<file path="src/design/abrei_pkg.sv">
// Package with the shared types, constants and bank mapping functions of the banked register file.
package abrei_pkg;

  typedef enum logic [3:0] {
    FUNC_RD_REG  = 4'd0,
    FUNC_WR_REG  = 4'd1,
    FUNC_WR_CPSR = 4'd2,
    FUNC_EXC     = 4'd3,
    FUNC_TAKE    = 4'd4,
    FUNC_IME     = 4'd5,
    FUNC_IE      = 4'd6,
    FUNC_ACK     = 4'd7,
    FUNC_RAISE   = 4'd8,
    FUNC_HALT    = 4'd9,
    FUNC_UNHALT  = 4'd10,
    FUNC_STATUS  = 4'd11
  } func_e;

  typedef enum logic [2:0] {
    BANK_USR  = 3'd0,
    BANK_FIQ  = 3'd1,
    BANK_IRQ  = 3'd2,
    BANK_SVC  = 3'd3,
    BANK_ABT  = 3'd4,
    BANK_UND  = 3'd5,
    BANK_NONE = 3'd7
  } bank_e;

  typedef enum logic [1:0] {
    ST_IDLE,
    ST_EXEC,
    ST_EXC,
    ST_RESP
  } state_e;

  typedef enum logic [1:0] {
    CFG_SUB_CPU     = 2'd0,
    CFG_LEGACY      = 2'd1,
    CFG_VECTOR_BASE = 2'd2
  } cfg_e;

  typedef struct packed {
    logic load;
    logic exec;
    logic exc;
  } cmd_t;

  typedef struct packed {
    logic exc_needed;
  } status_t;

  localparam int unsigned NumRegs  = 31;
  localparam int unsigned NumSpsr  = 5;

  localparam logic [4:0]  PhysPc      = 5'd15;
  localparam logic [4:0]  PhysIrqBase = 5'd23;
  localparam logic [4:0]  PhysSvcBase = 5'd25;
  localparam logic [4:0]  PhysAbtBase = 5'd27;
  localparam logic [4:0]  PhysUndBase = 5'd29;
  localparam logic [3:0]  RegLr       = 4'd14;
  localparam logic [4:0]  IrqVector   = 5'h18;

  localparam logic [31:0] CpsrReset   = 32'h0000_00D3;
  localparam logic [31:0] IeMaskArm7  = 32'h01FF_3FFF;
  localparam logic [31:0] IeMaskGba   = 32'h0000_3FFF;
  localparam logic [31:0] IeMaskArm9  = 32'h003F_3F7F;

  localparam logic [4:0] ExcModes [8] = '{
    5'h13, 5'h1B, 5'h13, 5'h17, 5'h17, 5'h13, 5'h12, 5'h11
  };

  function automatic bank_e bank_of_mode(logic [4:0] mode);
    bank_e b;
    case (mode)
      5'h10, 5'h1F: b = BANK_USR;
      5'h11: b = BANK_FIQ;
      5'h12: b = BANK_IRQ;
      5'h13: b = BANK_SVC;
      5'h17: b = BANK_ABT;
      5'h1B: b = BANK_UND;
      default: b = BANK_NONE;
    endcase
    return b;
  endfunction

  function automatic logic [4:0] phys_idx(bank_e bank, logic [3:0] idx);
    logic [4:0] p;
    logic [4:0] k;
    p = {1'b0, idx};
    k = {4'b0000, ~idx[0]};
    if (bank == BANK_FIQ && idx >= 4'd8 && idx <= 4'd14) begin
      p = {1'b0, idx} + 5'd8;
    end else if (idx == 4'd13 || idx == 4'd14) begin
      case (bank)
        BANK_IRQ: p = PhysIrqBase + k;
        BANK_SVC: p = PhysSvcBase + k;
        BANK_ABT: p = PhysAbtBase + k;
        BANK_UND: p = PhysUndBase + k;
        default: p = {1'b0, idx};
      endcase
    end
    return p;
  endfunction

  function automatic logic spsr_present(bank_e bank);
    return bank == BANK_FIQ || bank == BANK_SVC || bank == BANK_ABT ||
           bank == BANK_IRQ || bank == BANK_UND;
  endfunction

  function automatic logic [2:0] spsr_idx(bank_e bank);
    logic [2:0] s;
    case (bank)
      BANK_FIQ: s = 3'd0;
      BANK_SVC: s = 3'd1;
      BANK_ABT: s = 3'd2;
      BANK_IRQ: s = 3'd3;
      BANK_UND: s = 3'd4;
      default: s = 3'd0;
    endcase
    return s;
  endfunction

endpackage

</file>
<file path="src/design/abrei_ctrl.sv">
// Controller state machine that sequences each request through the datapath.
module abrei_ctrl (
  input  logic                clk_i,
  input  logic                rst_ni,
  input  logic                start,
  input  abrei_pkg::status_t  status_i,
  output abrei_pkg::cmd_t     cmd_o,
  output logic                busy,
  output logic                done_o
);
  import abrei_pkg::*;

  state_e state_q, state_d;
  logic   accept;

  assign accept = start && !busy;

  always_comb begin
    state_d = state_q;
    case (state_q)
      ST_IDLE: begin
        if (accept) state_d = ST_EXEC;
      end
      ST_EXEC: begin
        state_d = status_i.exc_needed ? ST_EXC : ST_RESP;
      end
      ST_EXC: begin
        state_d = ST_RESP;
      end
      ST_RESP: begin
        state_d = accept ? ST_EXEC : ST_IDLE;
      end
      default: state_d = ST_IDLE;
    endcase
  end

  always_comb begin
    busy       = (state_q == ST_EXEC) || (state_q == ST_EXC);
    done_o     = (state_q == ST_RESP);
    cmd_o.load = start && !((state_q == ST_EXEC) || (state_q == ST_EXC));
    cmd_o.exec = (state_q == ST_EXEC);
    cmd_o.exc  = (state_q == ST_EXC);
  end

  always_ff @(posedge clk_i or negedge rst_ni) begin
    if (!rst_ni) begin
      state_q <= ST_IDLE;
    end else begin
      state_q <= state_d;
    end
  end

endmodule

</file>
<file path="src/design/abrei_datapath.sv">
// Datapath holding the banked registers, status words, interrupt state and configuration.
module abrei_datapath (
  input  logic                clk_i,
  input  logic                rst_ni,
  input  logic                cfg_valid_i,
  input  logic [1:0]          cfg_index_i,
  input  logic [31:0]         cfg_data_i,
  input  logic [3:0]          func_i,
  input  logic [3:0]          reg_index_i,
  input  logic [31:0]         data_value_i,
  input  logic [31:0]         write_mask_i,
  input  logic                save_spsr_i,
  input  logic [4:0]          vector_offset_i,
  input  logic [4:0]          bit_number_i,
  input  abrei_pkg::cmd_t     cmd_i,
  output abrei_pkg::status_t  status_o,
  output logic [31:0]         read_data_o,
  output logic [31:0]         cpsr_now_o,
  output logic [31:0]         spsr_now_o,
  output logic                spsr_present_o,
  output logic                irq_request_o,
  output logic [1:0]          irq_delay_o,
  output logic [7:0]          halt_bits_o,
  output logic                mode_unknown_o
);
  import abrei_pkg::*;

  logic        sub_cpu_q;
  logic        legacy_q;
  logic [31:0] vector_base_q;

  logic [3:0]  func_q;
  logic [3:0]  ridx_q;
  logic [31:0] data_q;
  logic [31:0] mask_q;
  logic        save_q;
  logic [4:0]  vec_q;
  logic [4:0]  bit_q;

  logic [31:0] regs_q [NumRegs];
  logic [31:0] spsr_q [NumSpsr];
  logic [31:0] cpsr_q, cpsr_d;
  bank_e       bank_q, bank_d;
  logic        ime_q, ime_d;
  logic [31:0] ie_q, ie_d;
  logic [31:0] irf_q, irf_d;
  logic [7:0]  halt_q, halt_d;
  logic [31:0] rd_q;

  logic        pending;
  logic        pending_raise;
  logic [31:0] irf_raise;
  logic [31:0] ie_mask;
  logic [31:0] exc_cpsr;
  logic        cpsr_wr;
  logic [31:0] cpsr_val;
  logic        cpsr_save;
  bank_e       new_bank;
  bank_e       mode_bank;
  logic        spsr_wr;
  logic [4:0]  rd_addr;
  logic [31:0] rd_word;
  logic        reg_wr;
  logic [4:0]  reg_wr_addr;
  logic [4:0]  lr_addr;
  logic [31:0] lr_val;
  logic [31:0] pc_sum;
  logic [31:0] pc_val;
  logic [31:0] base;
  logic [4:0]  vec_eff;
  logic [31:0] cur_spsr;
  logic        cur_present;

  assign pending = ime_q && ((ie_q & irf_q) != 32'd0) && !cpsr_q[7];

  assign status_o.exc_needed = (func_q == FUNC_EXC) || (func_q == FUNC_TAKE && pending);

  assign cur_present = spsr_present(bank_q);
  assign cur_spsr    = cur_present ? spsr_q[spsr_idx(bank_q)] : 32'd0;

  assign irf_raise     = irf_q | (32'd1 << bit_q);
  assign pending_raise = ime_q && ((ie_q & irf_raise) != 32'd0) && !cpsr_q[7];
  assign ie_mask       = mask_q & (sub_cpu_q ? (legacy_q ? IeMaskGba : IeMaskArm7) : IeMaskArm9);

  assign vec_eff  = (func_q == FUNC_TAKE) ? IrqVector : vec_q;
  assign exc_cpsr = {cpsr_q[31:8], 1'b1, cpsr_q[6], 1'b0, ExcModes[vec_eff[4:2]]};

  assign cpsr_wr   = cmd_i.exec && ((func_q == FUNC_WR_CPSR) || status_o.exc_needed);
  assign cpsr_val  = (func_q == FUNC_WR_CPSR) ? data_q : exc_cpsr;
  assign cpsr_save = (func_q == FUNC_WR_CPSR) ? save_q : 1'b1;
  assign mode_bank = bank_of_mode(cpsr_val[4:0]);
  assign new_bank  = ((cpsr_val[4:0] != cpsr_q[4:0]) && (mode_bank != BANK_NONE)) ?
                     mode_bank : bank_q;
  assign spsr_wr   = cpsr_wr && cpsr_save && spsr_present(new_bank);

  assign rd_addr = cmd_i.exc ? PhysPc : phys_idx(bank_q, ridx_q);
  assign rd_word = regs_q[rd_addr];

  assign reg_wr      = cmd_i.exec && (func_q == FUNC_WR_REG);
  assign reg_wr_addr = phys_idx(bank_q, ridx_q);
  assign lr_addr     = phys_idx(bank_q, RegLr);
  assign lr_val      = rd_word + (cur_present ? {30'd0, cur_spsr[5], 1'b0} : 32'd0);
  assign base        = sub_cpu_q ? 32'd0 : vector_base_q;
  assign pc_sum      = base + {27'd0, vec_eff};
  assign pc_val      = {pc_sum[31:2] + 30'd1, 2'b00};

  always_comb begin
    cpsr_d = cpsr_q;
    bank_d = bank_q;
    ime_d  = ime_q;
    ie_d   = ie_q;
    irf_d  = irf_q;
    halt_d = halt_q;
    if (cpsr_wr) begin
      cpsr_d = cpsr_val;
      bank_d = new_bank;
    end
    if (cmd_i.exec) begin
      case (func_q)
        FUNC_TAKE: begin
          if (pending) halt_d[0] = 1'b0;
        end
        FUNC_IME: ime_d = data_q[0];
        FUNC_IE: ie_d = (ie_q & ~ie_mask) | (data_q & ie_mask);
        FUNC_ACK: irf_d = irf_q & ~(data_q & mask_q);
        FUNC_RAISE: begin
          irf_d = irf_raise;
          if (((ie_q & irf_raise) != 32'd0) && !pending_raise && (ime_q || sub_cpu_q)) begin
            halt_d[0] = 1'b0;
          end
        end
        FUNC_HALT: begin
          if (!bit_q[4] && !bit_q[3]) halt_d[bit_q[2:0]] = 1'b1;
        end
        FUNC_UNHALT: begin
          if (!bit_q[4] && !bit_q[3]) halt_d[bit_q[2:0]] = 1'b0;
        end
        default: ;
      endcase
    end
  end

  always_ff @(posedge clk_i or negedge rst_ni) begin
    if (!rst_ni) begin
      sub_cpu_q     <= 1'b0;
      legacy_q      <= 1'b0;
      vector_base_q <= 32'hFFFF_0000;
    end else if (cfg_valid_i) begin
      case (cfg_index_i)
        CFG_SUB_CPU:     sub_cpu_q <= cfg_data_i[0];
        CFG_LEGACY:      legacy_q <= cfg_data_i[0];
        CFG_VECTOR_BASE: vector_base_q <= cfg_data_i;
        default: ;
      endcase
    end
  end

  always_ff @(posedge clk_i) begin
    if (cmd_i.load) begin
      func_q <= func_i;
      ridx_q <= reg_index_i;
      data_q <= data_value_i;
      mask_q <= write_mask_i;
      save_q <= save_spsr_i;
      vec_q  <= vector_offset_i;
      bit_q  <= bit_number_i;
    end
    if (cmd_i.exec) begin
      rd_q <= (func_q == FUNC_RD_REG) ? rd_word : 32'd0;
    end
  end

  always_ff @(posedge clk_i or negedge rst_ni) begin
    if (!rst_ni) begin
      for (int i = 0; i < NumRegs; i++) regs_q[i] <= 32'd0;
      for (int i = 0; i < NumSpsr; i++) spsr_q[i] <= 32'd0;
      cpsr_q <= CpsrReset;
      bank_q <= BANK_SVC;
      ime_q  <= 1'b0;
      ie_q   <= 32'd0;
      irf_q  <= 32'd0;
      halt_q <= 8'd0;
    end else begin
      if (reg_wr) regs_q[reg_wr_addr] <= data_q;
      if (cmd_i.exc) begin
        regs_q[lr_addr] <= lr_val;
        regs_q[PhysPc]  <= pc_val;
      end
      if (spsr_wr) spsr_q[spsr_idx(new_bank)] <= cpsr_q;
      cpsr_q <= cpsr_d;
      bank_q <= bank_d;
      ime_q  <= ime_d;
      ie_q   <= ie_d;
      irf_q  <= irf_d;
      halt_q <= halt_d;
    end
  end

  assign read_data_o    = rd_q;
  assign cpsr_now_o     = cpsr_q;
  assign spsr_now_o     = cur_spsr;
  assign spsr_present_o = cur_present;
  assign irq_request_o  = pending;
  assign irq_delay_o    = (sub_cpu_q && !legacy_q) ? 2'd2 : 2'd1;
  assign halt_bits_o    = halt_q;
  assign mode_unknown_o = (bank_of_mode(cpsr_q[4:0]) == BANK_NONE);

endmodule

</file>
<file path="src/design/arm_banked_regs_exception_irq.sv">
// Top level of the banked ARM register file with its interrupt controller.
//
//   Channel  Handshake              Payload
//   command  start in, busy out     func, reg_index, data_value, write_mask, save_spsr,
//                                   vector_offset, bit_number
//   result   done_o strobe          read_data, cpsr_now, spsr_now, spsr_present,
//                                   irq_request, irq_delay, halt_bits, mode_unknown
//   config   cfg_valid_i/ready_o    cfg_index_i, cfg_data_i
//
// A request passes through the execute state and then the result state, which raises the
// result strobe; an exception entry or a taken interrupt passes through the exception state
// between them, which writes r14 and r15.
// The next request may be accepted in the cycle that shows the result, never while busy is
// high. Reset initialises the register file and state, not the request or read latches; the
// receiver cannot stall the one-cycle result.
module arm_banked_regs_exception_irq (
  input  logic        clk_i,
  input  logic        rst_ni,
  input  logic        start,
  output logic        busy,
  input  logic [3:0]  func_i,
  input  logic [3:0]  reg_index_i,
  input  logic [31:0] data_value_i,
  input  logic [31:0] write_mask_i,
  input  logic        save_spsr_i,
  input  logic [4:0]  vector_offset_i,
  input  logic [4:0]  bit_number_i,
  output logic        done_o,
  output logic [31:0] read_data_o,
  output logic [31:0] cpsr_now_o,
  output logic [31:0] spsr_now_o,
  output logic        spsr_present_o,
  output logic        irq_request_o,
  output logic [1:0]  irq_delay_o,
  output logic [7:0]  halt_bits_o,
  output logic        mode_unknown_o,
  input  logic        cfg_valid_i,
  output logic        cfg_ready_o,
  input  logic [1:0]  cfg_index_i,
  input  logic [31:0] cfg_data_i
);
  import abrei_pkg::*;

  cmd_t    cmd;
  status_t status;

  assign cfg_ready_o = 1'b1;

  abrei_ctrl u_ctrl (
    .clk_i    (clk_i),
    .rst_ni   (rst_ni),
    .start    (start),
    .status_i (status),
    .cmd_o    (cmd),
    .busy     (busy),
    .done_o   (done_o)
  );

  abrei_datapath u_datapath (
    .clk_i           (clk_i),
    .rst_ni          (rst_ni),
    .cfg_valid_i     (cfg_valid_i),
    .cfg_index_i     (cfg_index_i),
    .cfg_data_i      (cfg_data_i),
    .func_i          (func_i),
    .reg_index_i     (reg_index_i),
    .data_value_i    (data_value_i),
    .write_mask_i    (write_mask_i),
    .save_spsr_i     (save_spsr_i),
    .vector_offset_i (vector_offset_i),
    .bit_number_i    (bit_number_i),
    .cmd_i           (cmd),
    .status_o        (status),
    .read_data_o     (read_data_o),
    .cpsr_now_o      (cpsr_now_o),
    .spsr_now_o      (spsr_now_o),
    .spsr_present_o  (spsr_present_o),
    .irq_request_o   (irq_request_o),
    .irq_delay_o     (irq_delay_o),
    .halt_bits_o     (halt_bits_o),
    .mode_unknown_o  (mode_unknown_o)
  );

endmodule
</file>
<file path="config.mk">
export PLATFORM = sky130hd
export DESIGN_NAME = arm_banked_regs_exception_irq
export DESIGN_NICKNAME = d
export VERILOG_FILES = /design/src/design/abrei_pkg.sv /design/src/design/abrei_ctrl.sv /design/src/design/abrei_datapath.sv /design/src/design/arm_banked_regs_exception_irq.sv
export SDC_FILE = /design/constraint.sdc
export NUM_CORES = 2
export LEC_CHECK = 0
export ABC_CLOCK_PERIOD_IN_PS = 6200
export BUFFER_PORTS_ARGS = -buffer_cell sky130_fd_sc_hd__buf_2
export CORE_MARGIN = 3
export CORE_UTILIZATION = 63
export DETAILED_ROUTE_END_ITERATION = 7
export PLACE_DENSITY = 0.81
export SYNTH_ARGS = -nofsm -noshare
export SYNTH_HDL_FRONTEND = slang
export SYNTH_SLANG_ARGS = --single-unit
</file>
<file path="constraint.sdc">
create_clock -name clk_i -period 6.2 [get_ports clk_i]
set_input_delay 0.31 -clock clk_i [delete_from_list [all_inputs] [get_ports clk_i]]
set_output_delay 0.31 -clock clk_i [all_outputs]
set_load 0.05 [all_outputs]
</file>
# ---- Word level (Yosys, flattened, before mapping)
# Memory sizes are Yosys's and may differ from the RTL's.
# Index checks and enable logic that the tools add are counted.
dict set report word_totals {
  ff_bits 1411
  rom_bits 40
  out_inout_bits 112
  elab_cells 261
  mem_count 1
}
dict set report classes {
  add_sub_neg 8
  order_cmp 13
  n_eq_ne 49
  shift 1
  n_mux 53
  bitwise_logic 21
  n_reduce_logical 59
}
# memory depth word_bits rd rd_ports_with_merged_regs wr line_no
set memory_table {}
lappend memory_table {{(no name shown)} 8 5 1 0 0 abrei_datapath.sv:86} ;# assign exc_cpsr = {cpsr_q[31:8], 1'b1, cpsr_q[6], 1'b0, ExcModes[vec_eff[4:2]]};
# op n
set op_table {}
lappend op_table {{$bwmux 992} 2}
lappend op_table {{$mux 992} 2}
lappend op_table {{$demux 32 s5} 2}
lappend op_table {{$mux 32} 10}
lappend op_table {{$and 32x32->32} 7}
lappend op_table {{$bmux 32 s5} 1}
lappend op_table {{$bwmux 160} 1}
lappend op_table {{$bmux 32 s3} 1}
lappend op_table {{$demux 32 s3} 1}
lappend op_table {{$eq 5x5->1 const B} 14}
lappend op_table {{$not 32->32} 2}
lappend op_table {{$or 32x32->32} 2}
lappend op_table {{$pmux 32 s2} 1}
lappend op_table {{$reduce_bool 32->1} 2}
lappend op_table {{$pmux 5 s4} 2}
lappend op_table {{$pmux 3 s6} 2}
lappend op_table {{$mux 5} 7}
lappend op_table {{$add 32x32->32} 1}
lappend op_table {{$add 32x5->32} 1}
lappend op_table {{$shl 1x5->32 const A} 1}
lappend op_table {{$add 30x1->30 const B} 1}
lappend op_table {{$mux 25} 1}
lappend op_table {{$mux 8} 3}
lappend op_table {{$pmux 3 s4} 2}
lappend op_table {{other kinds (47)} 135}

# ---- Logic depth before layout (Yosys ltp)
dict set report depth {
  ltp_word 26
  mapped_depth 25
  depth_no_buf 17
}

# ---- Hierarchy
# From an unflattened synthesis, not the netlist that was laid out.
dict set report hier_totals {
  hier_cells 5918
  hier_area_um2 68884.8
}
# mod instances cells_per_inst area_each_um2 seq_area_each_um2
set modules_own_cells {}
lappend modules_own_cells {abrei_datapath 1 5896 68672.1 35142.5}
lappend modules_own_cells {abrei_ctrl 1 20 201.4 50.0}
lappend modules_own_cells {arm_banked_regs_exception_irq 1 2 11.3 0.0}

# ---- Worst setup path after synthesis
# No wires, ideal clock.
dict set report synth_path {
  path_kind {reg2reg}
  startpoint {register u_ctrl.state_q[0]}
  endpoint {register u_datapath.regs_q[27] (netlist name)}
  setup_ns 0.140
  arrival_time_ns 5.121
  t_required_ns 6.060
  path_slack_ns 0.940
  path_stages_with_launch 26
  n_path_buf 9
  synth_period_minus_slack_ns 5.260
  path_cell_list {dfrtp_1 > inv_1 > ha_1 > clkbuf_1 > or2_2 > clkbuf_1 > buf_4 > buf_4 > buf_2 > buf_2 > buf_2 > clkbuf_1 > buf_2 > mux4_2 > nand2_1 > o311ai_0 > nand3_1 > o31ai_1 > ha_1 > ha_1 > nand2_1 > nor3b_2 > nand3b_1 > nor3_2 > xnor2_1 > o21ai_0}
}
dict set report synth_between {
  elab_chain_len 9
}
# element line_no
set synth_rtl {}
lappend synth_rtl {{start: declaration} abrei_ctrl.sv:13} ;# state_e state_q, state_d;
lappend synth_rtl {{start signal: assignment} abrei_ctrl.sv:49} ;# state_q <= state_d;
lappend synth_rtl {{$eq 2x2->1} abrei_ctrl.sv:42} ;# cmd_o.exc = (state_q == ST_EXC);
lappend synth_rtl {{$mux 5} abrei_datapath.sv:96} ;# assign rd_addr = cmd_i.exc ? PhysPc : phys_idx(bank_q, ridx_q);
lappend synth_rtl {{$not 5->6 (not written as such)} abrei_datapath.sv:97} ;# assign rd_word = regs_q[rd_addr];
lappend synth_rtl {{$bmux 32 s5} abrei_datapath.sv:97}
lappend synth_rtl {{$mux 32 (not written as such) (2 in a row)} abrei_datapath.sv:97}
lappend synth_rtl {{net u_datapath.rd_word[1]} abrei_datapath.sv:62} ;# logic [31:0] rd_word;
lappend synth_rtl {{$add 32x32->32} abrei_datapath.sv:102} ;# assign lr_val = rd_word + (cur_present ? {30'd0, cur_spsr[5], 1'b0} : 32'd0);
lappend synth_rtl {{$bwmux 992} abrei_datapath.sv:186} ;# regs_q[lr_addr] <= lr_val;
lappend synth_rtl {{$mux 992} abrei_datapath.sv:185} ;# if (cmd_i.exc) begin
lappend synth_rtl {{end signal: indexed assignment} abrei_datapath.sv:184} ;# if (reg_wr) regs_q[reg_wr_addr] <= data_q;
lappend synth_rtl {{end signal: indexed assignment} abrei_datapath.sv:186}
lappend synth_rtl {{end signal: indexed assignment} abrei_datapath.sv:187} ;# regs_q[PhysPc] <= pc_val;
lappend synth_rtl {{end: declaration} abrei_datapath.sv:40} ;# logic [31:0] regs_q [NumRegs];
# The timed path passes the listed nets, and every way through them passes these cells. The select of a mux whose other input is x is not followed.
# A chain may end at the register's enable or synchronous reset.

# ---- Worst setup path in the final report
dict set report layout_path {
  startpoint {register u_datapath.bank_q[1]}
  endpoint {register u_datapath.regs_q[150] (netlist name)}
}
dict set report layout_between {
  elab_chain_len 13
}
# element line_no
set layout_rtl {}
lappend layout_rtl {{start: declaration} abrei_datapath.sv:43} ;# bank_e bank_q, bank_d;
lappend layout_rtl {{start signal: assignment} abrei_datapath.sv:191} ;# bank_q <= bank_d;
lappend layout_rtl {{branches (longest 12 deep; another with $add 32x32->32)} -}
lappend layout_rtl {{$mux 992 (*)} abrei_datapath.sv:185}
# Mark *: on every way between the ends. The select of a mux whose other input is x is not followed.

==> key figures <==
STA
  – Least-Margin Pin Slew: 1420 ps
  – Worst hold slack: 164 ps
  – Max Clk Rate: 166 MHz
  – Setup tns final: 0 ps
  – RSZ-0062 raised after global routing: false
  – # setup viols final: 0
  – Slew HR: 0.0509
  – Fin. max-slew vios: 0
  – Hold Fails Final Rpt: 0
  – Final Critical Period: about 6000 ps
  – Clock skew: roughly 44 ps
  – Period utilisation layout: 0.972

Die
  – Chip height: between 300 and 400 um
  – Top-level port count: around 230
  – Initial Utilization: 0.639
  – Site row count: 119
  – Total die area: 111000 um2
  – Die X: 334 um
  – CORE AREA: approximately 110000 um2

Route
  – Remaining antenna violation count: 0
  – Final WL: approximately 240 mm
  – DRC violations left: 0
  – Drt first pass iters: 8
  – Via count: 54200
  – Vias per Instance: 7.17
  – DR WL/cell: between 30 and 40 um
  – 1st-iter DRT viols: between 8000 and 9000

Clock tree
  – Clk buf depth: 3
  – Worst-path clk slew: roughly 60 ps
  – Num CTS Buffers: 144
  – Htree depth: 4
  – CTS tree: yes
  – Clock root buffer: clkbuf_16
  – Skew-Pair Late Insertion Delay: 790 ps
  – Setup Fix Bufs, Post-CTS: 0
  – CTS sink count: about 1400

Critical path
  – Setup crit end kind: flop
  – Crit path cell chain: xnor2_2 > or4_2 > nand2_4 > buf_12 > mux4_2 > nand2_1 > o21ai_0 > a211oi_1 > nor4b_2 > buf_4 > nand2_1 > buf_4 > nor2_1 > xor2_1 > o21ai_0
  – Kind of start point of the critical path: flop
  – Crit path launch: u_datapath.bank_q[1]$_DFFE_PN1P_
  – Critical Path Sink: u_datapath.regs_q[150]$_DFF_PN0_
  – Reg2Reg Depth: 15
  – CP arrival: ~6600 ps
  – Worst R2R Start: u_datapath.bank_q[1]$_DFFE_PN1P_
  – WP data required: 6820 ps
  – CP max stage delay: just over 1000 ps
  – Crit Reg-Reg Endpoint: u_datapath.regs_q[150]$_DFF_PN0_
  – CP Class: flop to flop
  – CP Max Fanout: 64
  – Crit path max-delay cell type: a211oi_1
  – Reg2reg setup slack: approximately 170 ps

GRT
  – GRT Util Overall: 0.425
  – Number of global-route vias before repair: approximately 54000
  – Antenna violations before repair: 22
  – Gr ovfl total: 0
  – First-pass GRT wire length: around 350 mm
  – Largest net degree at the start of global routing: 192

Flow run
  – Max cap viols: 0

Final layout
  – Nets@finish: between 6000 and 7000
  – Area grow syn2layout: 13.1%
  – Fillers: around 7000
  – Share of layout cells above drive strength 1: 0.320

Power and ir drop
  – Total Power: between 0.03 and 0.04 W
  – Leakage power: 35.7 nW
  – Pwr Density: 480 nW/um2
  – Max IR drop VDD: around 0.33 mV

Synth
  – Async set-reset flop share out of synthesis: 0.923
  – Post-synth EDFFs: about 110
  – Mapped Avg Cell Area: between 10 and 15 um2
  – #FFs+latches synth: 1384
  – Synth Flop Type: dfrtp_1
  – Sequential element share of the synthesized area: 0.520
  – Synth Warn #: 0
  – Netlist cell types: 107
  – Post-Synthesis Cells: slightly below 6000
  – Post-Syn Area: around 68000 um2
  – Synthesized netlist net count: ~6000

Run status
  – Status: finished, final reports clean

Min path
  – Worst hold path class: primary input to asynchronous set/reset pin

Place
  – GP Congestion: 0.994
  – Final HPWL DP: 147 mm
  – I/O Buffers: roughly 220
[per-stage QoR]
stage                     utilization  setup slack (ps)  instances  cell area, um2
after floorplan                     -               940       5820           67600
final                           0.723               175       7557           76500
after CTS                       0.723               485       7544           76500
after detailed placement        0.667               540       7167           70600
after global routing            0.723               160       7546           76500
after global placement          0.667               656       7167           70600
[state kept, by name (all words and copies together), names as in the netlist, 2 cells and up, named ones only]
| signal | cells |
|---|---|
| u_ctrl.state_q | 2 |
| u_datapath.bank_q | 3 |
| u_datapath.bit_q | 5 |
| u_datapath.cpsr_now_o | 32 |
| u_datapath.data_q | 32 |
| u_datapath.func_q | 4 |
| u_datapath.irf_q | 23 |
| u_datapath.mask_q | 23 |
| u_datapath.read_data_o | 32 |
| u_datapath.regs_q | 992 |
| u_datapath.ridx_q | 4 |
| u_datapath.spsr_q | 160 |
| u_datapath.vec_q | 5 |
| u_datapath.vector_base_q | 32 |
[metal layers]
layer	up-vias	share of wire	routed length, um	track usage
met5	-	0.00036	86	0
met2	4264	0.43	103000	0.617
li1	21600	-	-	-
met4	12	0.072	17200	0.260
met3	1050	0.14	32700	0.140
met1	27300	0.36	86700	0.557
[how the worst min path moves through the flow]
stage	from	to	slack, ps	depth (start not counted)
floorplan	rst_ni	asynchronous set/reset pin	10	0
global placement	rst_ni	u_datapath.spsr_q[137]$_DFFE_PN0P_	440	1
detailed placement	rst_ni	u_datapath.spsr_q[138]$_DFFE_PN0P_	450	1
CTS	write_mask_i[23]	u_datapath.mask_q[23]$_DFFE_PP_	200	2
global route	write_mask_i[20]	u_datapath.mask_q[20]$_DFFE_PP_	240	2
finish	rst_ni	u_datapath.spsr_q[137]$_DFFE_PN0P_	160	2
[where the power goes]
group	switching, W	internal (W)	total (W)
clock network	0.00373	0.00504	0.00878
logic	0.0103	0.00480	0.0151
registers	0.00161	0.0113	0.0129
[worst max-delay path: cells and delay by family (launching register included)]
kind,cells,cell delay [ps]
compound gates,3,1270
xor+xnor,2,650
buf+inv,3,950
flops,1,720
mux,1,580
simple gates,6,1600
[layout by cell type, fill, tap and decap left out, types with 149 or more instances in the layout]
master | Yosys | routed
a21oi_1 | 299 | 297
buf_2 | 75 | 221
buf_4 | 33 | 222
clkbuf_16 | 0 | 149
dfrtp_1 | 1255 | 1254
mux2_2 | 1116 | 1116
mux2i_1 | 207 | 207
nand2_1 | 615 | 600
nand3_1 | 158 | 151
nor2_1 | 213 | 196
o21ai_0 | 195 | 192
[synthesized netlist by cell type (19+ instances only)]
library cell  number  area share
dfrtp_1         1255        0.46
mux2_2          1116        0.19
nand2_1          615       0.034
clkbuf_1         332       0.018
a21oi_1          299       0.022
nor2_1           213       0.012
mux2i_1          207       0.031
o21ai_0          195       0.014
nand3_1          158       0.012
a211oi_1         107       0.012
edfxtp_1         106       0.047
a31oi_1           84      0.0078
nor2b_1           77      0.0071
buf_2             75      0.0055
and3_1            66      0.0061
buf_1             57      0.0032
a22oi_1           56      0.0062
nor3_1            52      0.0038
mux4_2            48       0.016
o211ai_1          38      0.0042
o22a_1            36      0.0047
xnor2_1           36      0.0047
buf_4             33      0.0037
xor2_1            32      0.0041
o22ai_1           29      0.0027
inv_1             27      0.0015
a221oi_1          26      0.0034
dfstp_2           23      0.0089
o21ai_1           23      0.0017
nand4_1           22      0.0020
and2_1            19      0.0018
[logic make-up after synthesis]
group           share of synthesized area
compound gates                      0.107
xor+xnor                           0.0111
fa+ha+maj                         0.00215
buf+inv                            0.0338
flops                               0.520
mux                                 0.232
other cells                     0.0000554
simple gates                       0.0936
[cell type report]
type                    instances  area, um2  share of cell area
diodes                         13       32.5            0.000425
clock buffers                 225       4260              0.0557
clock inverters                39        463             0.00605
inverters                      28        105             0.00137
multi-input cells            3902      30400               0.398
flip-flops and latches       1384      35200               0.460
well taps                    1391       1740              0.0227
repair buffers                575       4280              0.0560
[what timing repair did]
item | CTS | global route
gates resized for setup | 0 | 0
endpoints found under the hold margin | 247 | 0
hold buffers | 113 | 0
(Power assumes the default switching activity.)
